**src/rtl/sem_pkg.sv**
```systemverilog
// Shared types and constants for the Sobel edge magnitude block.
// Used by the lanes, the merge stage and the top level; depends on nothing.
`default_nettype none
package sem_pkg;
    localparam int MAX_WIDTH_DEF  = 1024;
    localparam int MAX_HEIGHT_DEF = 1024;
    localparam int CFG_IW         = 2;
    localparam int CFG_DW         = 11;
    localparam logic [CFG_IW-1:0] REG_FRAME_WIDTH  = 2'd0;
    localparam logic [CFG_IW-1:0] REG_FRAME_HEIGHT = 2'd1;
    localparam int ROOT_STEPS     = 11;
    localparam logic [7:0] MAG_MAX = 8'd255;

    // 3x3 window of one channel, [row][col]
    typedef logic [2:0][2:0][7:0] t_win;
    typedef logic [2:0][7:0] t_rgb;
endpackage
`default_nettype wire

```
**src/rtl/sem_merge.sv**
```systemverilog
// Merge stage: gathers the three lane results with coordinates into the
// output register. Uses sem_pkg for the RGB type.
`default_nettype none
module sem_merge (
    input  wire logic          i_clk,
    input  wire logic          i_rst_n,
    input  wire logic [2:0]    i_lane_done,
    input  wire logic          i_pending,
    input  wire sem_pkg::t_rgb i_mag,
    input  wire logic [9:0]    i_row,
    input  wire logic [9:0]    i_col,
    input  wire logic          i_last,
    input  wire logic          i_stall,
    output logic               o_load,
    output logic               o_valid,
    output logic [7:0]         o_red_edge,
    output logic [7:0]         o_green_edge,
    output logic [7:0]         o_blue_edge,
    output logic [9:0]         o_out_row,
    output logic [9:0]         o_out_col,
    output logic               o_frame_done
);
    logic r_valid;

    // load when every lane is finished and the register is free
    assign o_load = i_pending && (&i_lane_done) && (!r_valid || !i_stall);

    always_ff @(posedge i_clk) begin
        if (!i_rst_n) begin
            r_valid <= 1'b0;
        end else if (o_load) begin
            r_valid <= 1'b1;
        end else if (!i_stall) begin
            r_valid <= 1'b0;
        end
    end

    always_ff @(posedge i_clk) begin
        if (o_load) begin
            o_red_edge   <= i_mag[0];
            o_green_edge <= i_mag[1];
            o_blue_edge  <= i_mag[2];
            o_out_row    <= i_row;
            o_out_col    <= i_col;
            o_frame_done <= i_last;
        end
    end

    assign o_valid = r_valid;
endmodule
`default_nettype wire

```
**config.mk**
```make
export PLATFORM = sky130hd
export DESIGN_NAME = sem_merge
export DESIGN_NICKNAME = d
export VERILOG_FILES = /design/src/rtl/sem_pkg.sv /design/src/rtl/sem_merge.sv
export SDC_FILE = /design/constraint.sdc
export NUM_CORES = 1
export LEC_CHECK = 0
export ABC_AREA = 1
export BUFFER_PORTS_ARGS = -buffer_cell sky130_fd_sc_hd__buf_2
export CAP_MARGIN = 20
export CORE_MARGIN = 4
export CORE_UTILIZATION = 41
export CTS_BUF_LIST = sky130_fd_sc_hd__clkbuf_2
export DETAILED_ROUTE_END_ITERATION = 10
export PLACE_DENSITY = 0.79
export SLEW_MARGIN = 30
export SYNTH_ARGS = -nofsm -noshare
export SYNTH_HDL_FRONTEND = slang
export SYNTH_SLANG_ARGS = --single-unit
export TNS_END_PERCENT = 30
```
**constraint.sdc**
```tcl
create_clock -name i_clk -period 5.35 [get_ports i_clk]
set_input_delay 0 -clock i_clk [delete_from_list [all_inputs] [get_ports i_clk]]
set_output_delay 0 -clock i_clk [all_outputs]
set_load 0.1 [all_outputs]
```
==> results.sh, run 1 <==
export IMPL_status="completed"
export IMPL_hold_depth=2
export IMPL_slew_headroom=0.629
export IMPL_io_buffers=98
export IMPL_syn_to_final_growth_pct=76.7
export IMPL_grt_max_degree=47
export IMPL_cts_buffers=5
export IMPL_cts_resized=0
export IMPL_synth_top_area_frac=0.961
export IMPL_h_tree_depth=2
export IMPL_worst_path_largest_cell_delay_ns=0.54
export IMPL_syn_avg_cell_area_um2=25.6
export IMPL_hold_viol_final=0
export IMPL_p_leak_nw=1.06
export IMPL_p_clk_frac=0.214
export IMPL_grt_pass1_wl_um=6560
export IMPL_antenna_left=0
export IMPL_gp_congestion=0.672
export IMPL_synth_edf_count=45
export IMPL_drc=0
export IMPL_period_needed_ns=2.07
export IMPL_sequentialPowerShare=0.627
export IMPL_die_area_um2=4430
export IMPL_core_area_um2=3340
export IMPL_die_height_um=66.6
export IMPL_num_vias=1131
export IMPL_required_ns=5.35
export IMPL_diodes=0
export IMPL_start_util=0.421
export IMPL_cts_tree="yes"
export IMPL_synth_most_common_cell="edfxtp_1"
export IMPL_worst_pin_slew_ns=0.557
export IMPL_critPathArrivalTime_ns=2.07
export IMPL_dp_hpwl_um=2270
export IMPL_hp_class="input pin to register"
export IMPL_synth_top_area_cell="edfxtp_1"
export IMPL_drv_cap=0
export IMPL_synth_nets=107
export IMPL_p_switching_uw=173
export IMPL_nets=260
export IMPL_wl_per_cell_um=17.2
export IMPL_placed_area_um2=1970
export IMPL_yosys_most_used_dff="edfxtp_1"
export IMPL_synth_commonest_cells="edfxtp_1, nand2_1, nor2_1"
export IMPL_rsz0062_at_grt="false"
export IMPL_post_cts_buffers=0
export IMPL_path_class="register to primary output"
export IMPL_cp_slowest_cell="buf_2"
export IMPL_fp_row_count=21
export IMPL_ys_ff_latch=46
export IMPL_max_freq_mhz=484
export IMPL_mappedNetlistArea_um2=1410
export IMPL_clk_path_buf_depth=2
export IMPL_worstPathMaxFanout=46
export IMPL_timing_max_transition_violations_final=0
export IMPL_r2r_cells=4
export IMPL_start_kind="register"
export IMPL_clk_latency_ns=0.42
export IMPL_setup_violations=0
export IMPL_first_global_vias=1269
export IMPL_synth_warnings=0
export IMPL_worst_path_stages=5
export IMPL_design_area_um2=2480
export IMPL_drive_gt1_frac=0.512
export IMPL_clk_pin_slew_ns=0.23
export IMPL_synth_distinct_cells=6
export IMPL_critPathCaptureType="primary output"
export IMPL_die_x_um=66.6
export IMPL_gr_total_overflow=0
export IMPL_crit_family="buffers and inverters"
export IMPL_comb_power_share=0.159
export IMPL_intPower_uw=472
export IMPL_netlist_top_cells_area="edfxtp_1, dfxtp_1, nand2_1, nor2_1, inv_1"
export IMPL_syn_inst=55
export IMPL_crit_chain="nand2_1 > inv_1 > nor3_4 > buf_4 > buf_2"
export IMPL_wl_um=4390
export IMPL_power_density_nw_per_um2=260
export IMPL_via_per_inst=4.44
export IMPL_ys_seq_area_frac=0.975
export IMPL_ioPinCount=99
export IMPL_numClockSinks=46
export IMPL_peakVddDrop_mv=0.196
export IMPL_clock_skew_ns=0.0231
export IMPL_drt_iter0_drc=39
export IMPL_setup_tns_ns=0
export IMPL_dr_pass1_iters=4
export IMPL_antenna_found_initial=0
export IMPL_swShare=0.268
export IMPL_grt_usage=0.220
export IMPL_ctsRootBufferMaster="clkbuf_2"
export IMPL_n_fill_cell=220
export IMPL_finalCritPeriodShare=0.386
export IMPL_path_buf_inv=3
export IMPL_synth_async_reset_ratio=0
[routing by layer]
layer,global-route usage,part of all wire,wire (um)
met5,0,0,0
met1,0.221,0.32,1410
met2,0.384,0.53,2330
met3,0.106,0.12,533
met4,0.0939,0.027,118
[through the flow]
| stage | utilization | hold slack (ns) | std cells | power (mW) | worst slack (ns) |
|---|---|---|---|---|---|
| floorplan | - | 0.0989 | 55 | 0.461 | 1.16 |
| global placement | 0.591 | 0.176 | 200 | 0.484 | 3.87 |
| detailed placement | 0.591 | 0.178 | 200 | 0.486 | 3.80 |
| CTS | 0.745 | 0.261 | 255 | 0.643 | 3.30 |
| global route | 0.745 | 0.217 | 255 | 0.671 | 3.08 |
| finish | 0.745 | 0.274 | 255 | 0.646 | 3.28 |
[final timing paths]
kind / from / to / slack, ns
max reg2reg: o_valid / o_out_col[3] / 3.90
max: o_valid / o_load / 3.28
min: i_mag[21] / o_blue_edge[5] / 0.27
min reg2reg: o_valid / o_blue_edge[0] / 1.12
[sequential cells by signal, indices dropped and copies added, names as in the netlist]
register and cells:
o_out_col 10, o_out_row 10, o_blue_edge 8, o_green_edge 8, o_red_edge 8, o_frame_done 1
o_valid 1
[kinds of logic after synthesis]
logic type,after synthesis,share of synthesized area
DFF,46,0.975
and+or+nand+nor,7,0.0196
buffers and inverters,2,0.00534
[what timing repair did]
action	CTS	global route
setup endpoints to repair	0	0
hold buffers	47	0
endpoints found under the hold margin	46	0
[final cells by class]
type,instances,area [um^2],area share
Multi-Input combinational cell,7,38.8,0.0156
Clock buffer,5,25.0,0.0101
Sequential cell,46,1370,0.552
Inverter,2,7.51,0.00302
Tap cell,46,57.6,0.0232
Clock inverter,3,16.3,0.00655
Timing Repair Buffer,146,968,0.390
[power groups by stage]
stage | Clock [mW] | Sequential (mW) | Combinational (mW)
finish | 0.138 | 0.405 | 0.103
global route | 0.158 | 0.405 | 0.108
CTS | 0.139 | 0.404 | 0.0999
detailed placement | 0 | 0.412 | 0.0739
global placement | 0 | 0.412 | 0.0723
floorplan | 0 | 0.456 | 0.00512
[layout by cell type (no fill, tap or decap), drive strengths merged]
master,instances
buf,99
dlygate4sd3,47
edfxtp,45
clkbuf,5
nand2,3
nor2,3
inv,2
clkinv,2
nor3,1
clkinvlp,1
dfxtp,1
No activity file was read; power rests on OpenSTA's default activity.
==> inputs of run 2 (changes only) <==
--- a/config.mk
+++ b/config.mk
@@ -5,7 +5,7 @@
 export SDC_FILE = /design/constraint.sdc
 export NUM_CORES = 1
 export LEC_CHECK = 0
-export ABC_AREA = 1
+export ABC_AREA = 0
 export BUFFER_PORTS_ARGS = -buffer_cell sky130_fd_sc_hd__buf_2
 export CAP_MARGIN = 20
 export CORE_MARGIN = 4
==> constraint.sdc (replaced) <==
create_clock -name i_clk -period 2 [get_ports i_clk]
set_input_delay 0 -clock i_clk [delete_from_list [all_inputs] [get_ports i_clk]]
set_output_delay 0 -clock i_clk [all_outputs]
set_load 0.1 [all_outputs]
==> results.sh, run 2 <==
export IMPL_synth_top_area_frac=0.969
export IMPL_numClockSinks=46
export IMPL_yosys_most_used_dff="edfxtp_1"
export IMPL_worst_path_largest_cell_delay_ns=0.42
export IMPL_fp_row_count=20
export IMPL_ioPinCount=99
export IMPL_peakVddDrop_mv=0.566
export IMPL_sequentialPowerShare=0.580
export IMPL_start_util=0.442
export IMPL_cts_tree="yes"
export IMPL_drc=0
export IMPL_netlist_top_cells_area="edfxtp_1, dfxtp_1, a21boi_1, nand4_1, a21oi_1"
export IMPL_grtUsageMet3=0.107
export IMPL_max_freq_mhz=627
export IMPL_critPathArrivalTime_ns=1.60
export IMPL_p_clk_frac=0.272
export IMPL_worst_slack_ns=0.405
export IMPL_synth_nets=102
export IMPL_drive_gt1_frac=0.532
export IMPL_crit_chain="a21oi_4 > buf_12 > buf_12"
export IMPL_layout_common_cells="buf_2, dlygate4sd3_1, edfxtp_1, clkbuf_2, buf_12"
export IMPL_clk_pin_slew_ns=0.24
export IMPL_seqCellArea_um2=1380
export IMPL_syn_inst=50
export IMPL_ys_seq_area_frac=0.984
export IMPL_hp_class="input pin to register"
export IMPL_setup_violations=0
export IMPL_post_cts_buffers=0
export IMPL_ctsRootBufferMaster="clkbuf_2"
export IMPL_die_height_um=66.3
export IMPL_required_ns=2.00
export IMPL_synth_warnings=0
export IMPL_final_cell_count_no_fill=249
export IMPL_busiest_layer="met2"
export IMPL_cts_buffers=5
export IMPL_grt_max_degree=44
export IMPL_power_density_nw_per_um2=735
export IMPL_intPower_mw=1.40
export IMPL_die_x_um=66.3
export IMPL_ys_ff_latch=46
export IMPL_via_per_inst=4.45
export IMPL_status="completed"
export IMPL_wl_um=4210
export IMPL_gp_congestion=0.694
export IMPL_slew_headroom=0.660
export IMPL_syn_avg_cell_area_um2=27.9
export IMPL_finalCritPeriodShare=0.798
export IMPL_gr_total_overflow=0
export IMPL_worst_pin_slew_ns=0.514
export IMPL_drv_cap=0
export IMPL_period_needed_ns=1.60
export IMPL_final_common_cell="buf_2"
export IMPL_synth_top_area_cell="edfxtp_1"
export IMPL_drt_iter0_drc=40
export IMPL_core_area_um2=3150
export IMPL_crit_family="buffers and inverters"
export IMPL_clk_path_buf_depth=2
export IMPL_wl_per_cell_um=16.9
export IMPL_r2r_start="o_valid"
export IMPL_h_tree_depth=2
export IMPL_cp_common_cell="buf_12"
export IMPL_placed_area_um2=1990
export IMPL_die_area_um2=4400
export IMPL_n_fill_cell=170
export IMPL_path_class="register to primary output"
export IMPL_dp_worst_setup_slack_ns=0.835
export IMPL_rsz0062_at_grt="false"
export IMPL_gr_usage_met1=0.206
export IMPL_path_buf_inv=2
export IMPL_p_leak_nw=1.07
export IMPL_nets=256
export IMPL_synth_edf_count=45
export IMPL_comb_power_share=0.148
export IMPL_setup_tns_ns=0
export IMPL_antenna_left=0
export IMPL_first_global_vias=1251
export IMPL_multi_input_area_um2=33.8
export IMPL_critPathCaptureType="primary output"
export IMPL_grt_util_met2=0.357
export IMPL_synth_most_common_cell="edfxtp_1"
export IMPL_swShare=0.248
export IMPL_num_vias=1108
export IMPL_finish_utilization=0.805
export IMPL_synth_async_reset_ratio=0
export IMPL_placedCellCount=193
export IMPL_grt_pass1_wl_um=6440
export IMPL_diodes=0
export IMPL_design_area_um2=2540
export IMPL_cp_slowest_cell="dfxtp_4"
export IMPL_p_switching_uw=462
export IMPL_worstPathMaxFanout=43
export IMPL_io_buffers=98
export IMPL_dr_pass1_iters=4
export IMPL_reg_largest_list="o_out_col: 10 flops, o_out_row: 10 flops"
export IMPL_hold_viol_final=0
export IMPL_start_kind="register"
export IMPL_crit_path_start="o_valid"
export IMPL_syn_to_final_growth_pct=82.0
export IMPL_antenna_found_initial=0
export IMPL_timing_max_transition_violations_final=0
export IMPL_clock_skew_ns=0.0334
export IMPL_worstHoldStart="i_pending"
export IMPL_grt_usage=0.211
export IMPL_synth_distinct_cells=6
export IMPL_clk_latency_ns=0.42
export IMPL_mappedNetlistArea_um2=1390
[run 2: per-layer routing]
metal	routed length (um)	part of all wire	vias up
li1	-	-	510
met1	1470	0.35	511
met2	2130	0.51	70
met3	456	0.11	17
met4	158	0.037	0
met5	0	0	-
[run 2: cells by family (layout without fill, tap and decap cells)]
group | count (synthesis) | count (layout) | share of synthesized area
simple gates | 2 | 2 | 0.00718
buf+inv | 0 | 155 | 0
flops | 46 | 46 | 0.984
compound gates | 2 | 2 | 0.00898
[run 2: metrics by stage]
stage,hold WS (ns),total power [mW]
global route,0.0507,1.94
detailed placement,0.178,1.30
finish,0.0895,1.86
floorplan,0.0989,1.23
CTS,0.0163,1.86
global placement,0.176,1.30
[run 2: worst reg2reg max path, cell delays in order (launching register included)]
cell and delay, ns:
dfxtp_4 0.43, nand2_1 0.07, a21boi_1 0.17, dlygate4sd3_1 0.57
[run 2: layout make-up]
type	instances	area share
clock buffers	6	0.0118
clock inverters	2	0.0148
multi-input cells	4	0.0133
flip-flops and latches	46	0.542
well taps	44	0.0217
repair buffers	147	0.396
[run 2: power groups by stage]
| stage | logic, mW | registers, mW | clock network, mW |
|---|---|---|---|
| 2_1_floorplan | 0.0122 | 1.22 | 0 |
| 3_3_place_gp | 0.196 | 1.10 | 0 |
| 3_5_place_dp | 0.199 | 1.10 | 0 |
| 4_1_cts | 0.269 | 1.08 | 0.514 |
| 5_1_grt | 0.289 | 1.08 | 0.562 |
| 6_report | 0.276 | 1.08 | 0.507 |
[run 2: timing repair]
| item | CTS | global route |
|---|---|---|
| endpoints found under the hold margin | 49 | 0 |
| resized for setup | 0 | 0 |
| hold buffers | 48 | 0 |
[run 2: worst paths after layout]
| path | endpoint | slack, ns | cells after the start |
|---|---|---|---|
| setup / recovery | o_load | 0.40 | 3 |
| hold / removal | o_green_edge[3] | 0.09 | 3 |
| setup reg to reg | o_valid | 0.73 | 3 |
| hold reg to reg | o_green_edge[3] | 0.67 | 1 |
