<file path="src/rtl/sem_pkg.sv">
// Shared types and constants for the Sobel edge magnitude block.
// Used by the lanes, the merge stage and the top level; depends on nothing.
`default_nettype none
package sem_pkg;
    localparam int MAX_WIDTH_DEF  = 1024;
    localparam int MAX_HEIGHT_DEF = 1024;
    localparam int CFG_IW         = 2;
    localparam int CFG_DW         = 11;
    localparam logic [CFG_IW-1:0] REG_FRAME_WIDTH  = 2'd0;
    localparam logic [CFG_IW-1:0] REG_FRAME_HEIGHT = 2'd1;
    localparam int ROOT_STEPS     = 11;
    localparam logic [7:0] MAG_MAX = 8'd255;

    // 3x3 window of one channel, [row][col]
    typedef logic [2:0][2:0][7:0] t_win;
    typedef logic [2:0][7:0] t_rgb;
endpackage
`default_nettype wire

</file>
<file path="src/rtl/sem_lane.sv">
// One channel lane: Sobel gradients, squared sum and rounded integer root.
// Uses sem_pkg for the window type and root step count.
`default_nettype none
module sem_lane (
    input  wire logic          i_clk,
    input  wire logic          i_rst_n,
    input  wire logic          i_start,
    input  wire sem_pkg::t_win i_win,
    output logic               o_done,
    output logic [7:0]         o_mag
);
    localparam logic [1:0] LS_IDLE = 2'd0;
    localparam logic [1:0] LS_SUM  = 2'd1;
    localparam logic [1:0] LS_ROOT = 2'd2;
    localparam logic [1:0] LS_FIN  = 2'd3;

    logic [1:0]         r_state;
    logic [3:0]         r_cnt;
    logic signed [11:0] r_gx, r_gy;
    logic [21:0]        r_s;
    logic [11:0]        r_rem;
    logic [10:0]        r_q;
    logic               r_done;
    logic [7:0]         r_mag;

    logic signed [11:0] n_gx, n_gy;
    logic [9:0]         ax, ay;
    logic [20:0]        sq_sum;
    logic [13:0]        trial, tsub;
    logic [11:0]        rounded;

    function automatic logic signed [11:0] px(input logic [7:0] v);
        px = signed'({4'b0, v});
    endfunction

    // gradients from the padded window
    always_comb begin
        n_gx = (px(i_win[0][2]) + 12'sd2 * px(i_win[1][2]) + px(i_win[2][2]))
             - (px(i_win[0][0]) + 12'sd2 * px(i_win[1][0]) + px(i_win[2][0]));
        n_gy = (px(i_win[2][0]) + 12'sd2 * px(i_win[2][1]) + px(i_win[2][2]))
             - (px(i_win[0][0]) + 12'sd2 * px(i_win[0][1]) + px(i_win[0][2]));
    end

    // magnitudes and squared sum
    always_comb begin
        ax = r_gx[11] ? 10'(-r_gx) : r_gx[9:0];
        ay = r_gy[11] ? 10'(-r_gy) : r_gy[9:0];
        sq_sum = 21'({10'b0, ax} * {10'b0, ax}) + 21'({10'b0, ay} * {10'b0, ay});
    end

    // one root digit per step
    always_comb begin
        trial = {r_rem, r_s[21:20]};
        tsub  = {1'b0, r_q, 2'b01};
        rounded = {1'b0, r_q} + ((r_rem > {1'b0, r_q}) ? 12'd1 : 12'd0);
    end

    always_ff @(posedge i_clk) begin
        if (!i_rst_n) begin
            r_state <= LS_IDLE;
            r_done  <= 1'b0;
            r_cnt   <= '0;
        end else begin
            case (r_state)
                LS_IDLE: begin
                    if (i_start) begin
                        r_gx    <= n_gx;
                        r_gy    <= n_gy;
                        r_done  <= 1'b0;
                        r_state <= LS_SUM;
                    end
                end
                LS_SUM: begin
                    r_s     <= {1'b0, sq_sum};
                    r_rem   <= '0;
                    r_q     <= '0;
                    r_cnt   <= 4'(sem_pkg::ROOT_STEPS - 1);
                    r_state <= LS_ROOT;
                end
                LS_ROOT: begin
                    if (trial >= tsub) begin
                        r_rem <= 12'(trial - tsub);
                        r_q   <= {r_q[9:0], 1'b1};
                    end else begin
                        r_rem <= trial[11:0];
                        r_q   <= {r_q[9:0], 1'b0};
                    end
                    r_s <= {r_s[19:0], 2'b00};
                    if (r_cnt == 4'd0) begin
                        r_state <= LS_FIN;
                    end else begin
                        r_cnt <= r_cnt - 4'd1;
                    end
                end
                LS_FIN: begin
                    // round up past f*f+f, then saturate
                    r_mag   <= (rounded > 12'(sem_pkg::MAG_MAX)) ? sem_pkg::MAG_MAX
                                                                  : rounded[7:0];
                    r_done  <= 1'b1;
                    r_state <= LS_IDLE;
                end
                default: r_state <= LS_IDLE;
            endcase
        end
    end

    assign o_done = r_done;
    assign o_mag  = r_mag;
endmodule
`default_nettype wire

</file>
<file path="config.mk">
export PLATFORM = sky130hd
export DESIGN_NAME = sem_lane
export DESIGN_NICKNAME = d
export VERILOG_FILES = /design/src/rtl/sem_pkg.sv /design/src/rtl/sem_lane.sv
export SDC_FILE = /design/constraint.sdc
export NUM_CORES = 1
export LEC_CHECK = 0
export BUFFER_PORTS_ARGS = -buffer_cell sky130_fd_sc_hd__buf_2
export CORE_MARGIN = 4
export CORE_UTILIZATION = 57
export DETAILED_ROUTE_END_ITERATION = 7
export PLACE_DENSITY = 0.87
export SLEW_MARGIN = 20
export SYNTH_ARGS = -nofsm -noshare
export SYNTH_HDL_FRONTEND = slang
export SYNTH_SLANG_ARGS = --single-unit
</file>
<file path="constraint.sdc">
create_clock -name i_clk -period 8 [get_ports i_clk]
set_clock_uncertainty 0.1 [all_clocks]
set_input_delay 2.4 -clock i_clk [delete_from_list [all_inputs] [get_ports i_clk]]
set_output_delay 2.4 -clock i_clk [all_outputs]
set_load 0.1 [all_outputs]
</file>
==> results by group, run 1 <==
Floorplanning
  • Die H: 154 um
  • Core Box Area: 21000 sq um
  • Boundary Pins: 84
  • Die footprint: 23700 sq um
  • Die width: 154 um
  • Initial core utilization: 57.8%
  • Cell Rows: 53

Placement
  • IO Port Bufs: 75
  • Hpwl dp: 22500 um
  • Routability congestion estimate: 0.937

Detailed routing
  • Vias: 9075
  • Post-Route WL: 26900 um
  • Residual DRC count: 0
  • 1st-pass router iterations: 5
  • Vias per inst: 5.52
  • Initial DRC Count: 608
  • DRT antenna net count: 0
  • Routed len/inst: 16.3 um

Hold path
  • Hold/Removal Path Class: reg -> reg
  • Hold path startpoint: o_done$_SDFFE_PN0P_

Cells and area
  • Final net count: 1765
  • Diodes inserted: 0
  • Area growth, synth to finish: 12.0%
  • Layout cells sized above 1: 13.7%
  • Filler cell count: 1588

GRT
  • Initial antenna violation count: 0
  • First-pass GRT wire length: 45400 um
  • Vias in the first global route: 9857
  • Gr usage total: 23.4%
  • Largest net degree at the start of global routing: 47
  • Overflow after GRT: 0

Worst setup path
  • Critical Path Sink Type: flop
  • CP max-delay cell: or4_4
  • R2R Path Start: r_gy[3]$_DFFE_PP_
  • Max incr delay on CP: 0.55 ns
  • Req. time, crit path: 8.00 ns
  • Worst Path Buf+Inv: 4
  • CP dominant cell by count: fa_1
  • Signal arrival time at the worst endpoint: 7.76 ns
  • Crit path from: r_gy[3]$_DFFE_PP_
  • CP cell instances: or4_4, or3_4, o41ai_4, xnor2_2, nand2_2, fa_1, fa_1, inv_1, fa_1, fa_1, fa_1, fa_1, inv_1, fa_1, inv_1, ha_1, nand2_1, o21ai_1, a211oi_2, buf_4, nor3_1, or4_1, a31o_2
  • Critical setup path kind: reg -> reg
  • Critical Path Source Type: flop
  • CP Max Fanout: 3
  • Delay-heaviest family, CP: adder cells

STA
  • Hold Fails Final Rpt: 0
  • Final hold slack: 0.385 ns
  • Final setup fails: 0
  • Slew HR: 28.6%
  • Tcrit/Tclk final: 97.1%
  • Fin. max-slew vios: 0
  • Final min period: 7.76 ns
  • Slew @ Worst Pin: 1.07 ns
  • Highest clock rate: 0.129 GHz

Clock tree
  • Clock Latency Late Sink: 0.34 ns
  • Total clock buffers created by CTS: 9
  • H-tree depth: 3
  • CTS max path bufs: 2
  • Clock sinks: 82
  • CTS tree: built
  • Clk root buf: clkbuf_16
  • Clock slew at reported path FFs: 0.07 ns

Outcome
  • Status: completed

Logic synthesis
  • Yosys warnings: 0
  • Synthesized flop and latch total: 82
  • Post-synth top area share: 31.5%
  • Distinct cells, synth: 59
  • Avg Inst Size Synth: 9.81 sq um
  • Cell area after synthesis: 12100 sq um
  • EDFF count, synth: 75
  • Syn Nets: 1637
  • Synth area leaders: fa_1 32%, edfxtp_1 19%, ha_1 14%
  • Async S/R FF share, synth: 0%
  • Seq/Total Area, Yosys: 19.7%
  • Synth area leader: fa_1
  • Synth Flop Type: edfxtp_1
  • Gate Count Post-Synth: 1236

Flow run
  • MaxCap Viol Count: 0
cell usage after synthesis (3+ instances only):
master      n
o211ai_1    3
dfxtp_1     7
nand2b_1   10
or2_2       4
clkbuf_1   12
mux2_2      3
clkinv_1    3
o31ai_1     8
inv_1     276
nand2_1   100
a21oi_1    40
nand4_1     6
o21bai_1    6
and3_1      5
o41ai_1     3
xnor2_1    43
and2_1      8
ha_1      135
xor2_1     23
nor2_1     87
o21ai_0    47
nor2b_1    14
nand3_1    16
a21boi_0    5
a21o_1     12
mux2i_1     3
nor3_1     22
o21a_1     12
edfxtp_1   75
a211oi_1   10
or3_1       6
fa_1      191
o22ai_1     4
cell type report:
cell class	instances	area [sq um]	share of cell area (%)
multi-input cells	859	8710	64.1
flip-flops and latches	82	2390	17.6
inverters	282	1060	7.81
repair buffers	130	788	5.81
well taps	275	344	2.53
clock buffers	9	225	1.66
clock inverters	7	60.1	0.442
repair_timing:
action | in CTS | in global routing
resized for setup | 0 | 19
hold buffers | 0 | 0
setup endpoints to repair | 0 | 5
buffers inserted | 0 | 1
kinds of logic (layout without fill, tap and decap cells):
| family | count (synthesis) | count (layout) | share of synthesized area (%) |
|---|---|---|---|
| AND/OR/NAND/NOR | 291 | 291 | 11.0 |
| buffers and inverters | 295 | 428 | 9.22 |
| flip-flops | 82 | 82 | 19.7 |
| AO/OA/AOI/OAI | 168 | 168 | 9.02 |
| multiplexers | 6 | 6 | 0.526 |
| adder cells (fa/ha/maj) | 326 | 326 | 45.5 |
| XOR/XNOR | 68 | 68 | 5.04 |
cell usage in the layout, fill, tap and decap left out, drive strengths merged, types with 12 or more instances in the layout:
cell / Yosys / routed
nor2: 89 / 89
ha: 135 / 135
nor3: 22 / 22
nand3: 16 / 16
fa: 191 / 191
o21a: 12 / 12
o21ai: 50 / 50
edfxtp: 75 / 75
nand2: 101 / 101
xor2: 25 / 25
inv: 279 / 283
xnor2: 43 / 43
a21o: 12 / 12
buf: 1 / 130
nor2b: 14 / 14
a21oi: 40 / 40
routing by layer:
metal	vias to the layer above	global-route usage (%)	share of wire (%)
li1	4208	-	-
met1	4436	28.1	37
met2	369	43.1	53
met3	62	3.49	7.0
met4	0	7.74	3.1
met5	-	0	0
registers in the layout (all words and copies together), names as in the netlist:
register / flops
r_cnt: 4
r_gx: 11
r_rem: 12
r_state: 2
r_q: 11
r_gy: 11
o_done: 1
r_s: 22
o_mag: 8
stage by stage:
| stage | setup slack [ns] | std cells | util, % | setup TNS, ns | cell area, sq um |
|---|---|---|---|---|---|
| CTS | 0.0614 | 1643 | 64.3 | 0 | 13500 |
| floorplan | 0.269 | 1236 | - | 0 | 12100 |
| finish | 0.235 | 1644 | 64.8 | 0 | 13600 |
| global route | -0.00655 | 1644 | 64.8 | -0.00655 | 13600 |
| global placement | 0.200 | 1627 | 63.0 | 0 | 13200 |
| detailed placement | 0.0924 | 1627 | 63.0 | 0 | 13200 |
worst min-delay path, stage by stage (launching register included):
cell and delay, ns:
dfxtp_1 0.33, a21oi_1 0.04, nor2_1 0.07
worst paths after layout:
| kind | slack (ns) | end | cells after the start |
|---|---|---|---|
| worst min register to register | 0.39 | o_done$_SDFFE_PN0P_ | 2 |
| worst max register to register | 0.24 | r_s[19]$_DFFE_PP_ | 23 |
| worst min-delay path | 0.39 | o_done$_SDFFE_PN0P_ | 2 |
| worst max-delay path | 0.24 | r_s[19]$_DFFE_PP_ | 23 |
Power of run 1 is left out: the tool's default activity adds up to more than one toggle a clock period on the data nets, which glitch-free logic cannot reach.
==> inputs of run 2 (changes only) <==
--- a/config.mk
+++ b/config.mk
@@ -10,6 +10,7 @@
 export CORE_UTILIZATION = 57
 export DETAILED_ROUTE_END_ITERATION = 7
 export PLACE_DENSITY = 0.87
+export REMOVE_ABC_BUFFERS = 1
 export SLEW_MARGIN = 20
 export SYNTH_ARGS = -nofsm -noshare
 export SYNTH_HDL_FRONTEND = slang
==> results by group, run 2 (same netlist as run 1, synthesis figures left out) <==
Detailed routing
  • Residual DRC count: 0 (unchanged)
  • Routed len/inst: 16.0 um (was 16.3 um)
  • DRT antenna net count: 0 (unchanged)
  • Initial DRC Count: 660 (was 608)
  • Vias per inst: 5.49 (was 5.52)
  • Vias: 8916 (was 9075)
  • Post-Route WL: 26000 um (was 26900 um)
  • 1st-pass router iterations: 5 (unchanged)

GRT
  • Overflow after GRT: 0 (unchanged)
  • Largest net degree at the start of global routing: 47 (unchanged)
  • GR Layer Usage met3: 4.02% (was 3.49%)
  • Vias in the first global route: 9521 (was 9857)
  • Gr usage total: 22.8% (was 23.4%)
  • First-pass GRT wire length: 43900 um (was 45400 um)
  • Routing usage on met1: 29.1% (was 28.1%)
  • GRT Max-Usage Layer: met2 (unchanged)
  • Initial antenna violation count: 0 (unchanged)
  • M2 GR Usage: 39.4% (was 43.1%)

Placement
  • Routability congestion estimate: 0.964 (was 0.937)
  • Placed inst area: 13100 sq um (was 13200 sq um)
  • Hpwl dp: 22300 um (was 22500 um)
  • IO Port Bufs: 75 (unchanged)

STA
  • Slew @ Worst Pin: 1.05 ns (was 1.07 ns)
  • Final min period: 7.75 ns (was 7.76 ns)
  • Tcrit/Tclk final: 96.8% (was 97.1%)
  • Slew HR: 30.1% (was 28.6%)
  • Fin. max-slew vios: 0 (unchanged)
  • Final setup fails: 0 (unchanged)
  • Hold Fails Final Rpt: 0 (unchanged)
  • Highest clock rate: 0.129 GHz (about the same)

Hold path
  • Min-Delay Path Depth: 2 (unchanged)
  • Hold/Removal Path Class: reg -> reg (unchanged)

Worst setup path
  • Signal arrival time at the worst endpoint: 7.75 ns (was 7.76 ns)
  • Critical setup path kind: reg -> reg (unchanged)
  • Reg2reg end: r_s[19]$_DFFE_PP_ (unchanged)
  • Req. time, crit path: 8.01 ns (was 8.00 ns)
  • Worst Setup EP: r_s[19]$_DFFE_PP_ (unchanged)
  • Crit path from: r_gy[1]$_DFFE_PP_ (was r_gy[3]$_DFFE_PP_)
  • Critical Path Source Type: flop (unchanged)
  • FF-to-FF path depth: 23 (unchanged)
  • Critical Path Sink Type: flop (unchanged)
  • CP Max Fanout: 6 (was 3)
  • R2R Setup Slk: 0.25 ns (was 0.24 ns)
  • R2R Path Start: r_gy[1]$_DFFE_PP_ (was r_gy[3]$_DFFE_PP_)

Cells and area
  • Layout cells sized above 1: 12.1% (was 13.7%)
  • Reg with most FFs: r_s (unchanged)
  • Area growth, synth to finish: 10.6% (was 12.0%)
  • Max FFs per register: 22 (unchanged)
  • Most frequent cells in the layout: 276 x inv_1, 190 x fa_1, 134 x ha_1 (was 275 x inv_1, 191 x fa_1, 132 x ha_1)
  • Top Registers: r_s: 22 flops, r_rem: 12 flops (unchanged)
  • Final net count: 1746 (was 1765)
  • Commonest non-fill, non-tap cell in the layout: inv_1 (unchanged)
  • Diodes inserted: 0 (unchanged)
  • Finished Cell Area: 13400 sq um (was 13600 sq um)

Clock tree
  • Clk root buf: clkbuf_16 (unchanged)
  • Setup Fix Bufs, Post-CTS: 0 (unchanged)
  • Clock Latency Late Sink: 0.35 ns (was 0.34 ns)
  • Clock slew at reported path FFs: 0.06 ns (was 0.07 ns)
  • H-tree depth: 3 (unchanged)
  • Total clock buffers created by CTS: 9 (unchanged)
  • CTS tree: built (unchanged)
  • Clock sinks: 82 (unchanged)
  • CTS max path bufs: 2 (unchanged)

Floorplanning
  • Initial core utilization: 57.8% (unchanged)
  • Die H: 154 um (unchanged)
  • Die width: 154 um (unchanged)
  • Core Box Area: 21000 sq um (unchanged)
  • Cell Rows: 53 (unchanged)
  • Boundary Pins: 84 (unchanged)
  • Die footprint: 23700 sq um (unchanged)

Flow run
  • MaxCap Viol Count: 0 (unchanged)

Outcome
  • Status: completed (unchanged)
run 2: final cells by class:
type	count	area, sq um
Multi-Input combinational cell	859	8660
Fill cell	1625	7550
Sequential cell	82	2390
Inverter	282	1060
Timing Repair Buffer	111	646
Tap cell	275	344
Clock buffer	9	225
Clock inverter	7	68.8
run 2: routing by layer:
layer	up-vias	routed length (um)	part of all wire, %
li1	4176	-	-
met1	4351	10300	40
met2	323	13100	50
met3	66	1730	6.7
met4	0	824	3.2
met5	-	0	0
run 2: worst max-delay path, stage by stage, from the launching register on:
cell and delay [ns]:
edfxtp_1 0.39, or4_1 0.53, or3_4 0.37, o41ai_4 0.29, buf_4 0.18, xor2_2 0.18
nor2_2 0.09, fa_1 0.51, fa_1 0.54, inv_1 0.05, fa_1 0.53, inv_1 0.06
fa_1 0.50, fa_1 0.51, fa_1 0.48, ha_1 0.31, ha_1 0.38, a21oi_1 0.24
nand2_1 0.09, a211oi_2 0.20, buf_4 0.16, nor3_1 0.07, or4_1 0.48, a31o_2 0.25
run 2: through the flow:
stage | TNS [ns] | cells | setup WS [ns] | utilization (%) | hold slack, ns
2_1_floorplan | 0 | 1223 | 0.268 | - | 0.398
3_3_place_gp | 0 | 1609 | 0.192 | 62.3 | 0.348
3_5_place_dp | 0 | 1609 | 0.139 | 62.3 | 0.351
4_1_cts | 0 | 1625 | 0.126 | 63.7 | 0.368
5_1_grt | -0.00978 | 1625 | -0.00978 | 64.0 | 0.399
6_report | 0 | 1625 | 0.254 | 64.0 | 0.366
run 2: worst min-delay path by stage:
stage | startpoint | endpoint | slack [ns]
2_1_floorplan | r_s[18]$_DFFE_PP_ | r_s[20]$_DFFE_PP_ | 0.40
3_3_place_gp | o_done$_SDFFE_PN0P_ | o_done$_SDFFE_PN0P_ | 0.35
3_5_place_dp | o_done$_SDFFE_PN0P_ | o_done$_SDFFE_PN0P_ | 0.35
4_1_cts | o_done$_SDFFE_PN0P_ | o_done$_SDFFE_PN0P_ | 0.37
5_1_grt | o_done$_SDFFE_PN0P_ | o_done$_SDFFE_PN0P_ | 0.40
6_report | o_done$_SDFFE_PN0P_ | o_done$_SDFFE_PN0P_ | 0.37
run 2: what timing repair did:
action	CTS	global route
gates resized for setup	0	12
setup endpoints to repair	0	5
hold buffers	0	0
Power of run 2 is left out for the same reason.
